===== src/rtl/csb_pkg.sv =====
// ----------------------------------------------------------------------------
// csb_pkg: shared types and constants for the contour start scanner
// Beat payloads, configuration bundle, register indexes and status codes.
// ----------------------------------------------------------------------------
package csb_pkg;

    // Pixel classes
    localparam logic [1:0] CLS_UNDER   = 2'd0;
    localparam logic [1:0] CLS_OBJECT  = 2'd1;
    localparam logic [1:0] CLS_UNKNOWN = 2'd2;

    // Result status codes
    localparam logic [2:0] ST_SEARCHING = 3'd0;
    localparam logic [2:0] ST_FOUND     = 3'd1;
    localparam logic [2:0] ST_NOT_FOUND = 3'd2;
    localparam logic [2:0] ST_FINISHED  = 3'd3;
    localparam logic [2:0] ST_BAD_START = 3'd4;

    // Register indexes (byte address is four times the index)
    localparam logic [2:0] REG_SCAN_VERTICAL = 3'd0;
    localparam logic [2:0] REG_IMAGE_WIDTH   = 3'd1;
    localparam logic [2:0] REG_IMAGE_HEIGHT  = 3'd2;
    localparam logic [2:0] REG_LINE_STRIDE   = 3'd3;
    localparam logic [2:0] REG_START_X       = 3'd4;
    localparam logic [2:0] REG_START_Y       = 3'd5;

    typedef struct packed {
        logic [1:0] pixel_class;
        logic       pixel_marked;
        logic [1:0] neighbor_a_class;
        logic [1:0] neighbor_b_class;
    } t_in_beat;

    typedef struct packed {
        logic [2:0]  scan_status;
        logic [11:0] found_x;
        logic [11:0] found_y;
    } t_out_beat;

    typedef struct packed {
        logic        scan_vertical;
        logic [12:0] image_width;
        logic [12:0] image_height;
        logic [11:0] line_stride;
        logic [11:0] start_x;
        logic [11:0] start_y;
    } t_cfg;

endpackage


===== src/rtl/csb_regs.sv =====
// ----------------------------------------------------------------------------
// csb_regs: configuration register bank
// APB-style slave holding the scan direction, image size, stride and start.
// ----------------------------------------------------------------------------
module csb_regs (
    input  logic               i_clk,
    input  logic               i_rst_n,
    input  logic               psel,
    input  logic               penable,
    input  logic               pwrite,
    input  logic [4:0]         paddr,
    input  logic [31:0]        pwdata,
    output logic [31:0]        prdata,
    output logic               pready,
    output csb_pkg::t_cfg      o_cfg
);
    import csb_pkg::*;

    t_cfg       r_cfg;
    logic       wr_en;
    logic [2:0] reg_idx;

    assign pready  = 1'b1;
    assign wr_en   = psel & penable & pwrite;
    assign reg_idx = paddr[4:2];
    assign o_cfg   = r_cfg;

    always_ff @(posedge i_clk) begin
        if (!i_rst_n) begin
            r_cfg.scan_vertical <= 1'b0;
            r_cfg.image_width   <= 13'd640;
            r_cfg.image_height  <= 13'd480;
            r_cfg.line_stride   <= 12'd1;
            r_cfg.start_x       <= 12'd0;
            r_cfg.start_y       <= 12'd0;
        end else if (wr_en) begin
            case (reg_idx)
                REG_SCAN_VERTICAL: r_cfg.scan_vertical <= pwdata[0];
                REG_IMAGE_WIDTH:   r_cfg.image_width   <= pwdata[12:0];
                REG_IMAGE_HEIGHT:  r_cfg.image_height  <= pwdata[12:0];
                REG_LINE_STRIDE:   r_cfg.line_stride   <= pwdata[11:0];
                REG_START_X:       r_cfg.start_x       <= pwdata[11:0];
                REG_START_Y:       r_cfg.start_y       <= pwdata[11:0];
                default: ;
            endcase
        end
    end

    always_comb begin
        case (reg_idx)
            REG_SCAN_VERTICAL: prdata = {31'd0, r_cfg.scan_vertical};
            REG_IMAGE_WIDTH:   prdata = {19'd0, r_cfg.image_width};
            REG_IMAGE_HEIGHT:  prdata = {19'd0, r_cfg.image_height};
            REG_LINE_STRIDE:   prdata = {20'd0, r_cfg.line_stride};
            REG_START_X:       prdata = {20'd0, r_cfg.start_x};
            REG_START_Y:       prdata = {20'd0, r_cfg.start_y};
            default:           prdata = 32'd0;
        endcase
    end

endmodule


===== src/rtl/csb_core.sv =====
// ----------------------------------------------------------------------------
// csb_core: scan position tracking and object start detection
// Input register, one pass of compare logic, result register.
// ----------------------------------------------------------------------------
module csb_core #(
    parameter int unsigned MAX_DIM = 4096
) (
    input  logic                  i_clk,
    input  logic                  i_rst_n,
    input  csb_pkg::t_cfg         i_cfg,
    input  logic                  i_in_valid,
    input  csb_pkg::t_in_beat     i_in_data,
    output logic                  o_in_stall,
    output logic                  o_out_valid,
    output csb_pkg::t_out_beat    o_out_data,
    input  logic                  i_out_stall
);
    import csb_pkg::*;

    // Dimensions are 13 bits wide, so a limit above 8191 never clamps.
    localparam int unsigned CLAMP = (MAX_DIM > 8191) ? 8191 : MAX_DIM;

    typedef enum logic [3:0] {
        PH_FIRST = 4'b0001,
        PH_LINE  = 4'b0010,
        PH_IN    = 4'b0100,
        PH_DONE  = 4'b1000
    } t_phase;

    logic       r_in_valid;
    t_in_beat   r_in;
    logic       r_out_valid;
    t_out_beat  r_out;

    t_phase      r_phase, n_phase;
    logic [1:0]  r_prev_class, n_prev_class;
    logic        r_prev_nu, n_prev_nu;
    logic [11:0] r_along, n_along;
    logic [11:0] r_line, n_line;
    t_out_beat   n_out;

    logic        advance;
    logic [12:0] eff_w, eff_h, along_len, line_len;
    logic [11:0] stride;
    logic        bad_start;
    logic [11:0] cur_along, cur_line, rep_along;
    logic [1:0]  cur;
    logic        nu;
    logic        found;
    logic [12:0] next_along, next_line;
    logic [2:0]  status;

    assign advance    = r_in_valid & (~r_out_valid | ~i_out_stall);
    assign o_in_stall = r_in_valid & ~advance;
    assign o_out_valid = r_out_valid;
    assign o_out_data  = r_out;

    assign eff_w = (i_cfg.image_width  > 13'(CLAMP)) ? 13'(CLAMP) : i_cfg.image_width;
    assign eff_h = (i_cfg.image_height > 13'(CLAMP)) ? 13'(CLAMP) : i_cfg.image_height;
    assign along_len = i_cfg.scan_vertical ? eff_h : eff_w;
    assign line_len  = i_cfg.scan_vertical ? eff_w : eff_h;
    assign stride    = (i_cfg.line_stride == 12'd0) ? 12'd1 : i_cfg.line_stride;

    assign bad_start = (eff_w < 13'd2) || (eff_h < 13'd2)
                     || ({1'b0, i_cfg.start_x} >= eff_w)
                     || ({1'b0, i_cfg.start_y} >= eff_h);

    // The start point is latched from the registers on the first pixel.
    assign cur_along = (r_phase == PH_FIRST)
                     ? (i_cfg.scan_vertical ? i_cfg.start_y : i_cfg.start_x) : r_along;
    assign cur_line  = (r_phase == PH_FIRST)
                     ? (i_cfg.scan_vertical ? i_cfg.start_x : i_cfg.start_y) : r_line;

    assign cur = (r_in.pixel_marked || r_in.pixel_class == 2'd3)
               ? CLS_UNKNOWN : r_in.pixel_class;
    assign nu  = (r_in.neighbor_a_class == CLS_UNDER) || (r_in.neighbor_b_class == CLS_UNDER);

    assign next_along = {1'b0, cur_along} + 13'd1;
    assign next_line  = {1'b0, cur_line} + {1'b0, stride};

    always_comb begin
        found     = 1'b0;
        rep_along = cur_along;
        if (r_phase == PH_IN && r_prev_class != cur) begin
            if (cur == CLS_OBJECT && (r_prev_class == CLS_UNDER
                    || (r_prev_class == CLS_UNKNOWN && nu))) begin
                found = 1'b1;
            end else if (r_prev_class == CLS_OBJECT && (cur == CLS_UNDER
                    || (cur == CLS_UNKNOWN && r_prev_nu))) begin
                // Leaving an object: the previous pixel is the start point.
                found     = 1'b1;
                rep_along = cur_along - 12'd1;
            end
        end
    end

    always_comb begin
        n_phase      = r_phase;
        n_prev_class = r_prev_class;
        n_prev_nu    = r_prev_nu;
        n_along      = r_along;
        n_line       = r_line;
        status       = ST_SEARCHING;
        if (r_phase == PH_DONE) begin
            status = ST_FINISHED;
        end else if (r_phase == PH_FIRST && bad_start) begin
            status  = ST_BAD_START;
            n_phase = PH_DONE;
        end else if (found) begin
            status  = ST_FOUND;
            n_phase = PH_DONE;
        end else begin
            n_prev_class = cur;
            n_prev_nu    = nu;
            if (next_along >= along_len) begin
                if (next_line >= line_len) begin
                    status  = ST_NOT_FOUND;
                    n_phase = PH_DONE;
                end else begin
                    n_along = 12'd0;
                    n_line  = next_line[11:0];
                    n_phase = PH_LINE;
                end
            end else begin
                n_along = next_along[11:0];
                n_line  = cur_line;
                n_phase = PH_IN;
            end
        end
        n_out.scan_status = status;
        n_out.found_x = (status == ST_FOUND)
                      ? (i_cfg.scan_vertical ? cur_line : rep_along) : 12'd0;
        n_out.found_y = (status == ST_FOUND)
                      ? (i_cfg.scan_vertical ? rep_along : cur_line) : 12'd0;
    end

    always_ff @(posedge i_clk) begin
        if (!i_rst_n) begin
            r_in_valid   <= 1'b0;
            r_out_valid  <= 1'b0;
            r_phase      <= PH_FIRST;
            r_prev_class <= CLS_UNDER;
            r_prev_nu    <= 1'b0;
            r_along      <= 12'd0;
            r_line       <= 12'd0;
        end else begin
            if (i_in_valid && !o_in_stall) begin
                r_in_valid <= 1'b1;
            end else if (advance) begin
                r_in_valid <= 1'b0;
            end
            if (advance) begin
                r_out_valid  <= 1'b1;
                r_phase      <= n_phase;
                r_prev_class <= n_prev_class;
                r_prev_nu    <= n_prev_nu;
                r_along      <= n_along;
                r_line       <= n_line;
            end else if (!i_out_stall) begin
                r_out_valid <= 1'b0;
            end
        end
    end

    always_ff @(posedge i_clk) begin
        if (i_in_valid && !o_in_stall) begin
            r_in <= i_in_data;
        end
        if (advance) begin
            r_out <= n_out;
        end
    end

`ifndef NO_ASSERTIONS
    a_done_gives_finished: assert property (@(posedge i_clk) disable iff (!i_rst_n)
        (advance && r_phase == PH_DONE) |=> (r_out.scan_status == ST_FINISHED))
        else $error("finished scan produced a status other than finished");

    a_coords_only_on_find: assert property (@(posedge i_clk) disable iff (!i_rst_n)
        (r_out_valid && r_out.scan_status != ST_FOUND)
            |-> (r_out.found_x == 12'd0 && r_out.found_y == 12'd0))
        else $error("coordinates reported without a find");

    a_in_line_not_at_start: assert property (@(posedge i_clk) disable iff (!i_rst_n)
        (r_phase == PH_IN) |-> (r_along != 12'd0))
        else $error("inside a line at along position zero");

    a_held_item_kept: assert property (@(posedge i_clk) disable iff (!i_rst_n)
        (r_in_valid && !advance) |=> (r_in_valid && $stable(r_in)))
        else $error("held input beat lost or overwritten");

    a_state_only_on_advance: assert property (@(posedge i_clk) disable iff (!i_rst_n)
        (!advance) |=> ($stable(r_phase) && $stable(r_along) && $stable(r_line)))
        else $error("scan state moved without an item");
`endif

endmodule


===== src/rtl/contour_start_scanner.sv =====
// ----------------------------------------------------------------------------
// contour_start_scanner: raster scan search for the first object start
// Pixels arrive in scan order on the input channel; every pixel gives one
// result beat. The first line begins at the start point, later lines begin at
// their first pixel and lie line_stride lines apart. The result reports
// searching, found (with the coordinates), not found, finished or bad start.
// Configuration is to be written through the APB-style port by the user while
// the block idles; the block itself does not enforce this. Each accepted beat
// passes through the input register and then the result register; one beat
// is taken every cycle while the receiver does not stall, set by the single
// pass of compare logic between the two registers. When the receiver stalls
// the result register holds, the input register fills, and then the input
// side is stalled. Reset empties both registers, restores the register
// defaults and arms the scan to latch the start point on the next pixel.
// After a found, not found or bad start result every pixel answers finished.
module contour_start_scanner #(
    parameter int unsigned MAX_DIM = 4096
) (
    input  logic                  i_clk,
    input  logic                  i_rst_n,
    input  logic                  psel,
    input  logic                  penable,
    input  logic                  pwrite,
    input  logic [4:0]            paddr,
    input  logic [31:0]           pwdata,
    output logic [31:0]           prdata,
    output logic                  pready,
    input  logic                  i_in_valid,
    input  csb_pkg::t_in_beat     i_in_data,
    output logic                  o_in_stall,
    output logic                  o_out_valid,
    output csb_pkg::t_out_beat    o_out_data,
    input  logic                  i_out_stall
);
    import csb_pkg::*;

    t_cfg cfg;

    csb_regs u_regs (
        .i_clk   (i_clk),
        .i_rst_n (i_rst_n),
        .psel    (psel),
        .penable (penable),
        .pwrite  (pwrite),
        .paddr   (paddr),
        .pwdata  (pwdata),
        .prdata  (prdata),
        .pready  (pready),
        .o_cfg   (cfg)
    );

    csb_core #(
        .MAX_DIM (MAX_DIM)
    ) u_core (
        .i_clk       (i_clk),
        .i_rst_n     (i_rst_n),
        .i_cfg       (cfg),
        .i_in_valid  (i_in_valid),
        .i_in_data   (i_in_data),
        .o_in_stall  (o_in_stall),
        .o_out_valid (o_out_valid),
        .o_out_data  (o_out_data),
        .i_out_stall (i_out_stall)
    );

endmodule

===== config.mk =====
export PLATFORM = sky130hd
export DESIGN_NAME = contour_start_scanner
export DESIGN_NICKNAME = d
export VERILOG_FILES = /design/src/rtl/csb_pkg.sv /design/src/rtl/csb_regs.sv /design/src/rtl/csb_core.sv /design/src/rtl/contour_start_scanner.sv
export SDC_FILE = /design/constraint.sdc
export NUM_CORES = 1
export LEC_CHECK = 0
export BUFFER_PORTS_ARGS = -buffer_cell sky130_fd_sc_hd__buf_2
export CORE_UTILIZATION = 58
export DETAILED_ROUTE_END_ITERATION = 8
export PLACE_DENSITY = 0.8
export SLEW_MARGIN = 10
export SYNTH_ARGS = -nofsm -noshare
export SYNTH_HDL_FRONTEND = slang
export SYNTH_HIERARCHICAL = 1
export SYNTH_SLANG_ARGS = --single-unit

===== constraint.sdc =====
create_clock -name i_clk -period 6.65 [get_ports i_clk]
set_input_delay 1.6625 -clock i_clk [delete_from_list [all_inputs] [get_ports i_clk]]
set_output_delay 1.6625 -clock i_clk [all_outputs]
set_load 0.05 [all_outputs]

# After elaboration in Yosys (flattened, before gate mapping)
# Index checks and enable logic that the tools add are counted.
[op_classes]
addsub = 3
multipliers = 0
n_div = 0
order_cmp = 8
n_eq_ne = 17
shift = 0
mux = 36
n_bitwise = 11
n_reduce_logical = 31
[op_table]
columns = ["cell", "n"]
rows = [
  ["2-to-1 mux 12 bit", 14],
  ["one-hot mux 13 bit (6 select lines)", 1],
  ["2-to-1 mux 13 bit", 4],
  [">= comparator 12 x 13 -> 1 bit", 2],
  [">= comparator 13 bit", 2],
  ["greater-than comparator 13 bit, second input constant", 2],
  ["< comparator 13 x 2 -> 1 bit, second input constant", 2],
  ["2-to-1 mux 4 bit", 4],
  ["AND reduction 2 bit", 7],
  ["adder 12 x 1 -> 13 bit, second input constant", 1],
  ["adder 12 x 12 -> 13 bit", 1],
  ["zero test 12 bit", 1],
  ["2-to-1 mux 3 bit", 4],
  ["subtractor 12 x 1 -> 12 bit, second input constant", 1],
  ["zero test 2 bit", 4],
  ["logical AND 1 bit", 7],
  ["logical OR 1 bit", 7],
  ["2-to-1 mux 1 bit", 7],
  ["== test 2 bit, second input constant", 3],
  ["== test 3 x 1 -> 1 bit, second input constant", 2],
  ["== test 3 x 2 -> 1 bit, second input constant", 2],
  ["== test 3 bit, second input constant", 2],
  ["inverter 1 bit", 6],
  ["AND reduction 5 bit", 1],
  ["14 further kinds", 19],
]
[totals]
ff_bits = 130
latch_bits = 0
ramBits = 0
romBits = 0
inputBits = 51
out_inout_bits = 62
elab_cells = 126
memories = 0

# Longest topological paths before layout
# Gate-level depths: netlist of the first run.
[logic_depth]
word_depth = 14
ltp_mapped = 25

# Cells and area by module
# Netlist of the first run, hierarchy kept.
[modules_own_cells]
columns = ["mod", "n_inst", "cells_each", "area_per_inst_um2"]
rows = [
  ["csb_core", 1, 711, 5891.9],
  ["csb_regs", 1, 317, 3001.6],
]

# Worst setup path before layout of the first run
# OpenSTA, ideal clock, no wires.
[synth_timing]
kind = "register to register"
startpoint = "reg u_regs.r_cfg, in the netlist u_regs/o_cfg[62]"
endpoint = "reg u_core.r_along[7]"
setup_time_ps = 115
t_arrival_ps = 5230
required_ps = 6535
path_slack_ps = 1305
path_stages_with_launch = 21
n_path_buf = 3
synth_period_minus_slack_ps = 5345
cell_sequence = "dfxtp_1 > buf_2 > buf_4 > buf_1 > mux2i_1 > o21ai_0 > ha_1 > inv_1 > fa_1 > nand2b_1 > a21oi_1 > nor3_1 > o31ai_1 > xor2_1 > ha_1 > a21o_1 > a21o_1 > a2111oi_0 > o2111ai_1 > and3_1 > a31o_1"
[synth_via]
elab_chain_cells = 6
[synth_rtl]
columns = ["item", "line", "source"]
rows = [
  ["start, declared", "csb_regs.sv:19", "t_cfg r_cfg;"],
  ["2-to-1 mux 12 bit (on tied branches) (2 in a row)", "csb_core.sv:72, csb_core.sv:70", ""],
  ["adder 12 x 12 -> 13 bit or adder 12 x 1 -> 13 bit (tied branches)", "csb_core.sv:79, csb_core.sv:78", ""],
  [">= comparator 13 bit (on tied branches)", "csb_core.sv:116, csb_core.sv:115", ""],
  ["inequality test 2 bit (no line)", "n/a", ""],
  ["AND reduction 5 bit (no line)", "n/a", ""],
  ["end signal, assigned", "csb_core.sv:157", "r_along <= n_along;"],
  ["end, declared", "csb_core.sv:38", "logic [11:0] r_along, n_along;"],
]
# Several ways; a longest one is shown, not always the timed one.
# A chain may end at the register's enable or synchronous reset.

# Final worst setup path of the first run
[layout_timing]
startpoint = "reg u_core.r_phase[3]"
endpoint = "reg u_core.r_along[7]"
[layout_via]
elab_chain_cells = 6
[layout_rtl]
columns = ["item", "line", "source"]
rows = [
  ["start, declared", "csb_core.sv:35", "t_phase r_phase, n_phase;"],
  ["start signal, assigned", "csb_core.sv:154", "r_phase <= n_phase;"],
  ["== test 4 x 1 -> 1 bit", "csb_core.sv:69, csb_core.sv:71, csb_core.sv:106", ""],
  ["2-to-1 mux 12 bit (on tied branches)", "csb_core.sv:72, csb_core.sv:70", ""],
  ["adder 12 x 12 -> 13 bit or adder 12 x 1 -> 13 bit (tied branches)", "csb_core.sv:79, csb_core.sv:78", ""],
  [">= comparator 13 bit (on tied branches)", "csb_core.sv:116, csb_core.sv:115", ""],
  ["inequality test 2 bit (no line)", "n/a", ""],
  ["AND reduction 5 bit (no line)", "n/a", ""],
]
# Several ways; a longest one is shown, not always the timed one.

==> run summary, run 1 <==
### Logic synthesis
* **library cell occupying the most area in the post-synthesis netlist** sky130_fd_sc_hd__dfxtp_1
* **fraction of registers with async set/reset** 0
* **top cells by area in the synthesized netlist** sky130_fd_sc_hd__dfxtp_1 (22%), sky130_fd_sc_hd__mux2i_1 (12%), sky130_fd_sc_hd__edfxtp_1 (11%), sky130_fd_sc_hd__ha_1 (9.0%), sky130_fd_sc_hd__nand2_1 (5.7%)
* **Mapped Area** 0.00889 mm^2
* **Yosys reg bits** 130
* **mean instance size in the synthesized netlist** 8.65 um^2
* **share of the yosys chip area belonging to registers** 0.331
* **Post-synth top flop** sky130_fd_sc_hd__dfxtp_1
* **number of cells produced by synthesis** 1,028
* **number of warning messages in the yosys log** 6
* **Distinct cells, synth** 76
* **area share of the largest cell type after synthesis** 0.216
* **number of enable-type register cells in the synthesized netlist** 34

### Clock tree
* **source-to-sink clock delay at the later pin of the worst-skew pair** 0.43 ns
* **TritonCTS clock tree** yes
* **largest buffer count on any clock path** 2
* **# H-tree levels** 4
* **number of clock sinks seen by CTS** 130
* **buffer cell driving the clock tree root** sky130_fd_sc_hd__clkbuf_16
* **hold bufs inserted after CTS** 0
* **Post-CTS Setup Inserts** 0
* **cts bufs inserted** 17
* **Worst-path clk slew** 0.06 ns

### Drt
* **final wirelength** 24.3 mm
* **final routed DRC violation total** 0
* **post-DR wirelength/cell** 19.3 um
* **routed vias** 7,845
* **drt initial violations** 788
* **count of TritonRoute iterations in the first routing pass** 7
* **average vias per placed instance** 6.24
* **number of nets with antenna violations after routing** 0

### Min path
* **number of cells on the worst hold path** 2
* **worst hold path class** reg -> reg

### Worst setup path
* **Startpoint Class** register
* **cell with the biggest individual delay on the critical path** sky130_fd_sc_hd__or4b_1
* **crit-path cells** or4b_1, o21ai_1, ha_1, inv_1, fa_1, nand2b_1, a21oi_1, nor3_1, o31ai_1, xor2_1, ha_1, a21o_1, a21o_1, a2111oi_0, buf_4, o2111ai_1, buf_4, and3_1, a31o_1
* **data required time at the worst endpoint** 6.97 ns
* **gate family responsible for the most delay along the worst path** compound AO/OA/AOI/OAI gates
* **CP Capture Type** register
* **critical path depth** 19
* **FF-to-FF path depth** 19
* **largest incremental delay on the critical path** 0.74 ns
* **type of the setup path with the least slack** reg -> reg
* **number of buffer and inverter stages on the critical path** 3
* **Data arrival, critical path** 6.45 ns
* **top fanout value on the critical path** 11

### Timing
* **final sum of negative setup slack** 0 ns
* **Period minus WS final** 6.13 ns
* **Fin Clk Skew** 0.00941 ns
* **pins over their slew limit** 0
* **Hold Fails Final Rpt** 0
* **remaining max-slew budget at the tightest pin** 0.282
* **transition at the pin with the smallest max-transition slack** 1.08 ns
* **setup repair after global routing missed its margin** false
* **Max Fclk** 163 MHz
* **final setup violating endpoints** 0
* **share of the clock period used by the worst path** 0.923

### Finish
* **n_diodes** 0
* **area of all placed cells without fillers** 0.00977 mm^2
* **net count of the finished layout** 1,176
* **Filler Cell Count** 1,220
* **layout cell share with drive strength beyond 1** 0.131
* **area occupied by registers** 0.00295 mm^2
* **Layout Utilization** 0.662
* **area of the multi-input gates** 0.00547 mm^2
* **post-synthesis to final-layout area growth** 9.89%

### GRT
* **total track usage** 0.315
* **maximum number of pins on one net before global-route repair** 78
* **initial antenna violation count** 0
* **Congestion Overflow GR** 0
* **wire length of the first global-routing pass** 38.7 mm
* **vias in the first global route** 7,189

### Place
* **quantity of I/O buffers inserted on ports** 71
* **GPL Wtd Cong** 0.968
* **detailed placement HPWL** 17.6 mm
* **Post-DP Area** 0.00921 mm^2

### Status
* **result of the run** complete, no violations

### Power and ir drop
* **leakage component of the power** 4.25 nW
* **Power Density** 206 mW/mm^2
* **maximum VDD drop** 0.183 mV

### Die
* **row count** 44
* **floorplan die height** 126 um
* **Top Ports** 113
* **initial cell density of the core** 0.603
* **Chip Width** 126 um
* **floorplan die area** 0.0158 mm^2
* **Core Footprint** 0.0148 mm^2

### Run
* **# Max-Cap Violations** 0

-- final cells by class --
type / instances / share of cell area
clock buffers: 26 / 0.0511
clock inverters: 6 / 0.00589
inverters: 33 / 0.0127
multi-input cells: 795 / 0.560
flip-flops and latches: 130 / 0.301
well taps: 184 / 0.0236
repair buffers: 83 / 0.0456
-- tightest hold or removal path, cell delays in order, from the launching register on --
cell,delay [ns]
sky130_fd_sc_hd__dfxtp_1,0.30
sky130_fd_sc_hd__nand3_1,0.06
sky130_fd_sc_hd__nand2_1,0.05
-- registers in the layout, indices dropped and copies added (netlist names) --
register and cells:
u_core/o_out_valid 1, u_core/r_in 7, u_regs/o_cfg 63, u_core/r_phase 4
u_core/o_out_data 27, u_core/r_line 12, u_core/r_along 12, u_core/r_prev_class 2
u_core/r_prev_nu 1, u_core/r_in_valid 1
-- power by group --
| group | leakage [nW] | total (mW) | switching [mW] | internal [mW] |
|---|---|---|---|---|
| combinational | 2.87 | 0.287 | 0.202 | 0.0854 |
| clock | 0.274 | 0.884 | 0.333 | 0.551 |
| sequential | 1.11 | 0.847 | 0.0146 | 0.833 |
| total | 4.25 | 2.02 | 0.549 | 1.47 |
-- synth_stat cells, types with 16 or more instances --
cell type,count
sky130_fd_sc_hd__ha_1,64
sky130_fd_sc_hd__clkbuf_1,44
sky130_fd_sc_hd__mux2i_1,107
sky130_fd_sc_hd__xnor2_1,19
sky130_fd_sc_hd__nand2_1,136
sky130_fd_sc_hd__a31oi_1,26
sky130_fd_sc_hd__a21o_1,24
sky130_fd_sc_hd__nor3_1,16
sky130_fd_sc_hd__edfxtp_1,34
sky130_fd_sc_hd__buf_4,22
sky130_fd_sc_hd__inv_1,31
sky130_fd_sc_hd__nor2_1,98
sky130_fd_sc_hd__a211oi_1,30
sky130_fd_sc_hd__nand3_1,33
sky130_fd_sc_hd__o21ai_0,27
sky130_fd_sc_hd__dfxtp_1,96
sky130_fd_sc_hd__a21oi_1,34
-- cell usage in the layout (no fill, tap or decap), drive strengths merged, types with 5 or more instances in the layout --
master	instances
a31oi	26
xnor2	19
o311ai	5
o21a	12
a211oi	30
nand2b	6
conb	20
ha	64
a21o	24
dfxtp	96
and2	5
o21ai	31
a21oi	35
edfxtp	34
mux2	16
inv	31
nor2	99
nand2	136
xor2	12
nor4	10
nor3	17
clkbuf	26
buf	83
nand3	33
nand4	8
nor2b	11
o22ai	10
mux2i	108
clkinv	6
-- metal layers --
metal | vias up | wire length (um) | GRT usage
met1 | 3669 | 10400 | 0.415
met2 | 373 | 11000 | 0.496
met3 | 67 | 1920 | 0.0616
met5 | - | 0 | 0
li1 | 3736 | - | -
met4 | 0 | 911 | 0.152
-- final timing paths --
kind / slack (ns) / to / startpoint
max reg2reg: 0.52 / u_core/r_along[7]$_SDFFE_PN0P_ / u_core/r_phase[3]$_SDFFE_PN0P_
max: 0.52 / u_core/r_along[7]$_SDFFE_PN0P_ / u_core/r_phase[3]$_SDFFE_PN0P_
min: 0.46 / u_core/r_along[10]$_SDFFE_PN0P_ / u_core/r_along[10]$_SDFFE_PN0P_
min reg2reg: 0.46 / u_core/r_along[10]$_SDFFE_PN0P_ / u_core/r_along[10]$_SDFFE_PN0P_
-- stage by stage --
stage	hold slack (ns)	setup WS (ns)	instances	total power [mW]
floorplan	0.429	1.30	1046	1.09
global placement	0.436	0.560	1225	1.14
detailed placement	0.449	0.553	1225	1.14
CTS	0.456	0.485	1257	2.02
global route	0.478	0.180	1257	2.08
finish	0.455	0.515	1257	2.02
-- logic make-up (layout without fill, tap and decap cells) --
logic type	after synthesis	in the layout	share of synthesized area
multiplexers	125	125	0.145
other	2	20	0.000844
AND/OR/NAND/NOR	348	348	0.180
XOR/XNOR	31	31	0.0305
buffers and inverters	121	148	0.0639
flip-flops	130	130	0.331
adder cells (fa/ha/maj)	65	65	0.0923
AO/OA/AOI/OAI	206	206	0.157
-- repair_timing --
item                                    in CTS  in global routing
hold endpoints to repair                     0                  0
endpoints found under the setup margin       0                  1
resized for setup                            0                  2
(Power assumes the default switching activity.)
==> inputs of run 2 (changes only) <==
--- a/config.mk
+++ b/config.mk
@@ -6,9 +6,11 @@
 export NUM_CORES = 1
 export LEC_CHECK = 0
 export BUFFER_PORTS_ARGS = -buffer_cell sky130_fd_sc_hd__buf_2
-export CORE_UTILIZATION = 58
+export CELL_PAD_IN_SITES_DETAIL_PLACEMENT = 1
+export CELL_PAD_IN_SITES_GLOBAL_PLACEMENT = 1
+export CORE_UTILIZATION = 45
 export DETAILED_ROUTE_END_ITERATION = 8
-export PLACE_DENSITY = 0.8
+export PLACE_DENSITY_LB_ADDON = 0.1
 export SLEW_MARGIN = 10
 export SYNTH_ARGS = -nofsm -noshare
 export SYNTH_HDL_FRONTEND = slang
==> run 2 against run 1 <==
  * First-iteration DRC count shrank 43%
  * Combinational power is 2% higher
  * Largest power group unchanged
  * Clock-buffer cell count shrank 8
  * Clock skew rose by 0.0022 ns
  * Clock power is 8.1% higher
  * Worst setup slack got worse by 0.049 ns
  * Via count shrank 0.43%
  * Non-clock buffer count is 3 higher
  * Hold slack got worse by 0.0046 ns
  * Critical path type unchanged
  * Cell count up 6.7%
  * Sequential power is essentially flat
==> run summary, run 2 (synthesis results as in run 1) <==
### Clock tree
* **TritonCTS clock tree** yes
* **Post-CTS Setup Inserts** 0, unchanged
* **largest buffer count on any clock path** 2, unchanged
* **cts bufs inserted** 17, unchanged
* **number of clock sinks seen by CTS** 130, unchanged
* **buffer cell driving the clock tree root** sky130_fd_sc_hd__clkbuf_16
* **# H-tree levels** 4, unchanged
* **Worst-path clk slew** 0.06 ns, about the same
* **source-to-sink clock delay at the later pin of the worst-skew pair** 0.43 ns, about the same
* **hold bufs inserted after CTS** 0, unchanged
* **number of cells upsized or downsized after cts** 0, unchanged

### Worst setup path
* **Data arrival, critical path** 6.49 ns, +0.04 ns
* **Startpoint Class** register
* **cell with the biggest individual delay on the critical path** sky130_fd_sc_hd__or4b_1
* **critical path depth** 19, unchanged
* **number of buffer and inverter stages on the critical path** 3, unchanged
* **gate family responsible for the most delay along the worst path** compound AO/OA/AOI/OAI gates
* **top fanout value on the critical path** 22, +11
* **data required time at the worst endpoint** 6.96 ns, about the same
* **crit-path cells** or4b_1, o21ai_0, ha_1, inv_1, fa_1, nand2b_1, a21oi_1, nor3_1, o31ai_1, xor2_1, ha_1, a21o_1, a21o_1, a2111oi_0, buf_4, o2111a_1, buf_12, nor2_1, a311oi_1
* **FF-to-FF path depth** 19, unchanged
* **CP Capture Type** register
* **type of the setup path with the least slack** reg -> reg
* **largest incremental delay on the critical path** 0.75 ns, about the same

### Drt
* **final wirelength** 29.5 mm, +21%
* **number of nets with antenna violations after routing** 0, unchanged
* **post-DR wirelength/cell** 22.0 um, +14%
* **routed vias** 7,811, -0.43%
* **drt initial violations** 446, -43%
* **final routed DRC violation total** 0, unchanged
* **count of TritonRoute iterations in the first routing pass** 5, -2
* **average vias per placed instance** 5.82, -6.7%

### Power and ir drop
* **power consumption** 2.10 mW, +3.9%
* **leakage component of the power** 4.26 nW, +0.30%
* **Power Density** 211 mW/mm^2, +2.3%
* **maximum VDD drop** 0.170 mV, -7.3%

### Finish
* **post-synthesis to final-layout area growth** 11.7%
* **flip-flop count of the largest register, all copies and words added** 63, unchanged
* **layout cell share with drive strength beyond 1** 0.137, +0.00521
* **count of non-filler cells in the finished layout** 1,341, +6.7%
* **Layout Utilization** 0.512, -0.150
* **area of all placed cells without fillers** 0.00993 mm^2, +1.6%
* **Filler Cell Count** 2,336, +91%
* **leading cell types in the layout, fill and taps excluded** sky130_fd_sc_hd__nand2_1 (136), sky130_fd_sc_hd__mux2i_1 (107), sky130_fd_sc_hd__nor2_1 (96)
* **net count of the finished layout** 1,179, +0.26%
* **n_diodes** 0, unchanged
* **most common cell after layout, fill and taps aside** sky130_fd_sc_hd__nand2_1

### Timing
* **Fin Clk Skew** 0.0116 ns, +0.00220 ns
* **final setup violating endpoints** 0, unchanged
* **pins over their slew limit** 0, unchanged
* **Period minus WS final** 6.18 ns, +0.0490 ns
* **transition at the pin with the smallest max-transition slack** 1.14 ns, +0.0681 ns
* **setup repair after global routing missed its margin** false
* **final sum of negative setup slack** 0 ns, unchanged
* **share of the clock period used by the worst path** 0.930, +0.00737
* **remaining max-slew budget at the tightest pin** 0.236, -0.0454
* **hold_ws** 0.451 ns, -0.00455 ns
* **Max Fclk** 162 MHz, -0.79%
* **PnR worst setup slack** 0.466 ns, -0.0490 ns
* **Hold Fails Final Rpt** 0, unchanged

### Die
* **Core Footprint** 0.0194 mm^2, +31%
* **initial cell density of the core** 0.458, -0.144
* **floorplan die area** 0.0203 mm^2, +28%
* **Chip Width** 143 um, +13%
* **row count** 51, +16%
* **floorplan die height** 143 um, +13%
* **Top Ports** 113, unchanged

### GRT
* **wire length of the first global-routing pass** 44.8 mm, +16%
* **Congestion Overflow GR** 0, unchanged
* **total track usage** 0.299, -0.0163
* **vias in the first global route** 7,740, +7.7%
* **maximum number of pins on one net before global-route repair** 50, -36%
* **initial antenna violation count** 0, unchanged

### Place
* **GPL Wtd Cong** 0.904, -6.6%
* **detailed placement HPWL** 21.7 mm, +23%
* **post-placement setup slack** 0.593 ns, +0.0402 ns
* **quantity of I/O buffers inserted on ports** 71, unchanged
* **Post-Place Cells** 1,309, +6.9%
* **Post-DP Area** 0.00935 mm^2, +1.5%

### Min path
* **worst hold path class** reg -> reg
* **number of cells on the worst hold path** 2, unchanged

### Run
* **# Max-Cap Violations** 0, unchanged

### Status
* **result of the run** complete, no violations

-- run 2: cell type report --
cell class	instances	area [um^2]	share of cell area
inverters	33	124	0.0125
well taps	265	332	0.0334
multi-input cells	795	5460	0.550
clock buffers	18	429	0.0432
flip-flops and latches	130	2950	0.297
repair buffers	86	480	0.0484
clock inverters	14	156	0.0157
-- run 2: routing by layer --
layer | up-vias | track usage | share of wire
met2 | 213 | 0.516 | 0.48
met5 | - | 0 | 0
met3 | 50 | 0.0417 | 0.045
li1 | 3739 | - | -
met4 | 0 | 0.108 | 0.025
met1 | 3809 | 0.378 | 0.45
-- run 2: tightest hold or removal path, delay by kind of cell (launching register included) --
family           cells  cell delay, ns
AND/OR/NAND/NOR      2            0.10
flip-flops           1            0.31
-- run 2: where the power goes --
group	total (mW)	internal, mW	switching [mW]
registers	0.847	0.832	0.0153
logic	0.294	0.0868	0.208
clock network	0.956	0.558	0.397
total	2.10	1.48	0.620
-- run 2: worst paths after layout --
check                                        from                         endpoint  slack [ns]
setup / recovery   u_core/r_phase[3]$_SDFFE_PN0P_    u_core/r_line[4]$_SDFFE_PN0P_        0.47
setup reg to reg   u_core/r_phase[3]$_SDFFE_PN0P_    u_core/r_line[4]$_SDFFE_PN0P_        0.47
hold reg to reg   u_core/r_along[10]$_SDFFE_PN0P_  u_core/r_along[10]$_SDFFE_PN0P_        0.45
hold / removal    u_core/r_along[10]$_SDFFE_PN0P_  u_core/r_along[10]$_SDFFE_PN0P_        0.45
==> inputs of run 3 (changes only) <==
--- a/config.mk
+++ b/config.mk
@@ -8,9 +8,10 @@
 export BUFFER_PORTS_ARGS = -buffer_cell sky130_fd_sc_hd__buf_2
 export CELL_PAD_IN_SITES_DETAIL_PLACEMENT = 1
 export CELL_PAD_IN_SITES_GLOBAL_PLACEMENT = 1
+export CORE_ASPECT_RATIO = 1.75
 export CORE_UTILIZATION = 45
 export DETAILED_ROUTE_END_ITERATION = 8
-export PLACE_DENSITY_LB_ADDON = 0.1
+export PLACE_DENSITY_LB_ADDON = 0.2
 export SLEW_MARGIN = 10
 export SYNTH_ARGS = -nofsm -noshare
 export SYNTH_HDL_FRONTEND = slang
==> run 3 against run 2 <==
  * Clock power increased by 0.6%
  * Register-to-register slack is essentially flat
  * Die area increased by 0.11%
  * Non-clock buffer count grew 4
  * Maximum frequency rose by 0.20%
  * Final area is 0.19% higher
  * Sequential cell count unchanged
  * Clock-buffer cell count rose by 10
  * Routed wire length shrank 3.0%
  * Hold slack gained 0.0053 ns
  * Critical path type unchanged
  * Largest cell class unchanged
  * Highest routed layer unchanged
==> run summary, run 3 (synthesis results as in run 1) <==
### Clock tree
* **Post-CTS Setup Inserts** 0, unchanged
* **TritonCTS clock tree** yes
* **buffer cell driving the clock tree root** sky130_fd_sc_hd__clkbuf_16
* **number of clock sinks seen by CTS** 130, unchanged
* **number of cells upsized or downsized after cts** 0, unchanged
* **Worst-path clk slew** 0.06 ns, about the same
* **# H-tree levels** 4, unchanged
* **largest buffer count on any clock path** 2, unchanged
* **cts bufs inserted** 17, unchanged
* **hold bufs inserted after CTS** 0, unchanged
* **source-to-sink clock delay at the later pin of the worst-skew pair** 0.43 ns, about the same

### Drt
* **final routed DRC violation total** 0, unchanged
* **count of TritonRoute iterations in the first routing pass** 4, -1
* **drt initial violations** 224, -50%
* **number of nets with antenna violations after routing** 0, unchanged
* **post-DR wirelength/cell** 21.6 um, -1.5%
* **average vias per placed instance** 5.89, +1.1%
* **final wirelength** 28.6 mm, -3.0%
* **routed vias** 7,776, -0.45%

### Min path
* **worst hold path class** reg -> reg

### Finish
* **n_diodes** 0, unchanged
* **flip-flop count of the largest register, all copies and words added** 63, unchanged
* **most common cell after layout, fill and taps aside** sky130_fd_sc_hd__nand2_1
* **layout cell share with drive strength beyond 1** 0.136, -0.000506
* **post-synthesis to final-layout area growth** 11.9%
* **area occupied by registers** 0.00295 mm^2, unchanged
* **Layout Utilization** 0.516, +0.00410
* **leading cell types in the layout, fill and taps excluded** sky130_fd_sc_hd__nand2_1 (136), sky130_fd_sc_hd__mux2i_1 (107), sky130_fd_sc_hd__nor2_1 (97)
* **area of the multi-input gates** 0.00546 mm^2, about the same
* **count of non-filler cells in the finished layout** 1,321, -1.5%
* **Filler Cell Count** 2,334, -0.086%
* **net count of the finished layout** 1,183, +0.34%

### Place
* **post-placement setup slack** 0.554 ns, -0.0395 ns
* **quantity of I/O buffers inserted on ports** 71, unchanged
* **Post-Place Cells** 1,289, -1.5%
* **detailed placement HPWL** 22.2 mm, +2.0%
* **GPL Wtd Cong** 0.875, -3.3%

### GRT
* **vias in the first global route** 8,100, +4.7%
* **Congestion Overflow GR** 0, unchanged
* **initial antenna violation count** 0, unchanged
* **wire length of the first global-routing pass** 43.4 mm, -3.1%
* **maximum number of pins on one net before global-route repair** 106, +110%
* **total track usage** 0.290, -0.00839

### Die
* **Chip Width** 108 um, -24%
* **Core Footprint** 0.0193 mm^2, -0.61%
* **initial cell density of the core** 0.461, +0.00280
* **floorplan die height** 188 um, +32%
* **Top Ports** 113, unchanged
* **row count** 67, +31%
* **floorplan die area** 0.0204 mm^2, +0.11%

### Timing
* **transition at the pin with the smallest max-transition slack** 1.00 ns, -0.141 ns
* **Max Fclk** 162 MHz, +0.20%
* **final sum of negative setup slack** 0 ns, unchanged
* **final setup violating endpoints** 0, unchanged
* **Hold Fails Final Rpt** 0, unchanged
* **pins over their slew limit** 0, unchanged
* **Period minus WS final** 6.17 ns, -0.0126 ns
* **share of the clock period used by the worst path** 0.928, -0.00189
* **setup repair after global routing missed its margin** false
* **remaining max-slew budget at the tightest pin** 0.331, +0.0941
* **Fin Clk Skew** 0.00737 ns, -0.00424 ns
* **PnR worst setup slack** 0.479 ns, +0.0126 ns

### Power and ir drop
* **leakage component of the power** 4.30 nW, +0.91%
* **maximum VDD drop** 0.193 mV, +14%
* **Power Density** 212 mW/mm^2, +0.28%

### Worst setup path
* **number of buffer and inverter stages on the critical path** 3, unchanged
* **gate family responsible for the most delay along the worst path** compound AO/OA/AOI/OAI gates
* **CP Capture Type** register
* **data required time at the worst endpoint** 6.97 ns, about the same
* **Data arrival, critical path** 6.49 ns, about the same
* **cell with the biggest individual delay on the critical path** sky130_fd_sc_hd__or4b_1
* **largest incremental delay on the critical path** 0.59 ns, -0.16 ns
* **Startpoint Class** register
* **top fanout value on the critical path** 28, +27%
* **type of the setup path with the least slack** reg -> reg
* **crit-path cells** or4b_1, o21ai_0, ha_1, inv_1, fa_1, nand2b_1, a21oi_1, nor3_1, o31ai_1, xor2_1, ha_1, a21o_1, a21o_1, a2111oi_0, buf_4, o2111a_1, buf_4, nor2_1, a211oi_1

### Run
* **# Max-Cap Violations** 0, unchanged

### Status
* **result of the run** complete, no violations

-- run 3: cell type report --
cell class,instances,share of cell area
Clock buffer,28,0.0539
Clock inverter,4,0.00704
Inverter,33,0.0124
Multi-Input combinational cell,795,0.549
Sequential cell,130,0.296
Tap cell,241,0.0303
Timing Repair Buffer,90,0.0513
-- run 3: path summary, 6_finish.rpt --
kind	slack (ns)	depth (start not counted)	startpoint	endpoint
setup reg to reg	0.48	19	u_core/r_phase[3]$_SDFFE_PN0P_	u_core/r_line[1]$_SDFFE_PN0P_
hold reg to reg	0.46	2	u_core/r_along[3]$_SDFFE_PN0P_	u_core/r_along[3]$_SDFFE_PN0P_
setup / recovery	0.48	19	u_core/r_phase[3]$_SDFFE_PN0P_	u_core/r_line[1]$_SDFFE_PN0P_
hold / removal	0.46	2	u_core/r_along[3]$_SDFFE_PN0P_	u_core/r_along[3]$_SDFFE_PN0P_
-- run 3: where the power goes --
group	leakage [nW]	switching [mW]	internal, mW
sequential	1.11	0.0141	0.832
combinational	2.89	0.212	0.0868
clock	0.301	0.341	0.621
-- run 3: per-layer routing --
| layer | track usage | up-vias | wire length [um] |
|---|---|---|---|
| met1 | 0.280 | 3744 | 10500 |
| li1 | - | 3749 | - |
| met4 | 0.201 | 0 | 1880 |
| met2 | 0.551 | 203 | 15400 |
| met3 | 0.0365 | 80 | 760 |
| met5 | 0 | - | 0 |
-- run 3: worst reg2reg max path: cells and delay by family, from the launching register on --
family                     cells  cell delay (ns)
DFF                            1             0.36
and+or+nand+nor                4             1.03
xor gates and xnor gates       1             0.25
adders and majority gates      3             1.08
AOI/OAI and AO/OA              8             2.69
buffers and inverters          3             0.65
-- run 3: metrics by stage --
step	instance area, um^2	total power, mW	hold WS [ns]
floorplan	8960	1.09	0.429
global placement	9340	1.15	0.435
detailed placement	9340	1.16	0.448
CTS	9950	2.12	0.455
global route	9950	2.17	0.476
finish	9950	2.11	0.456
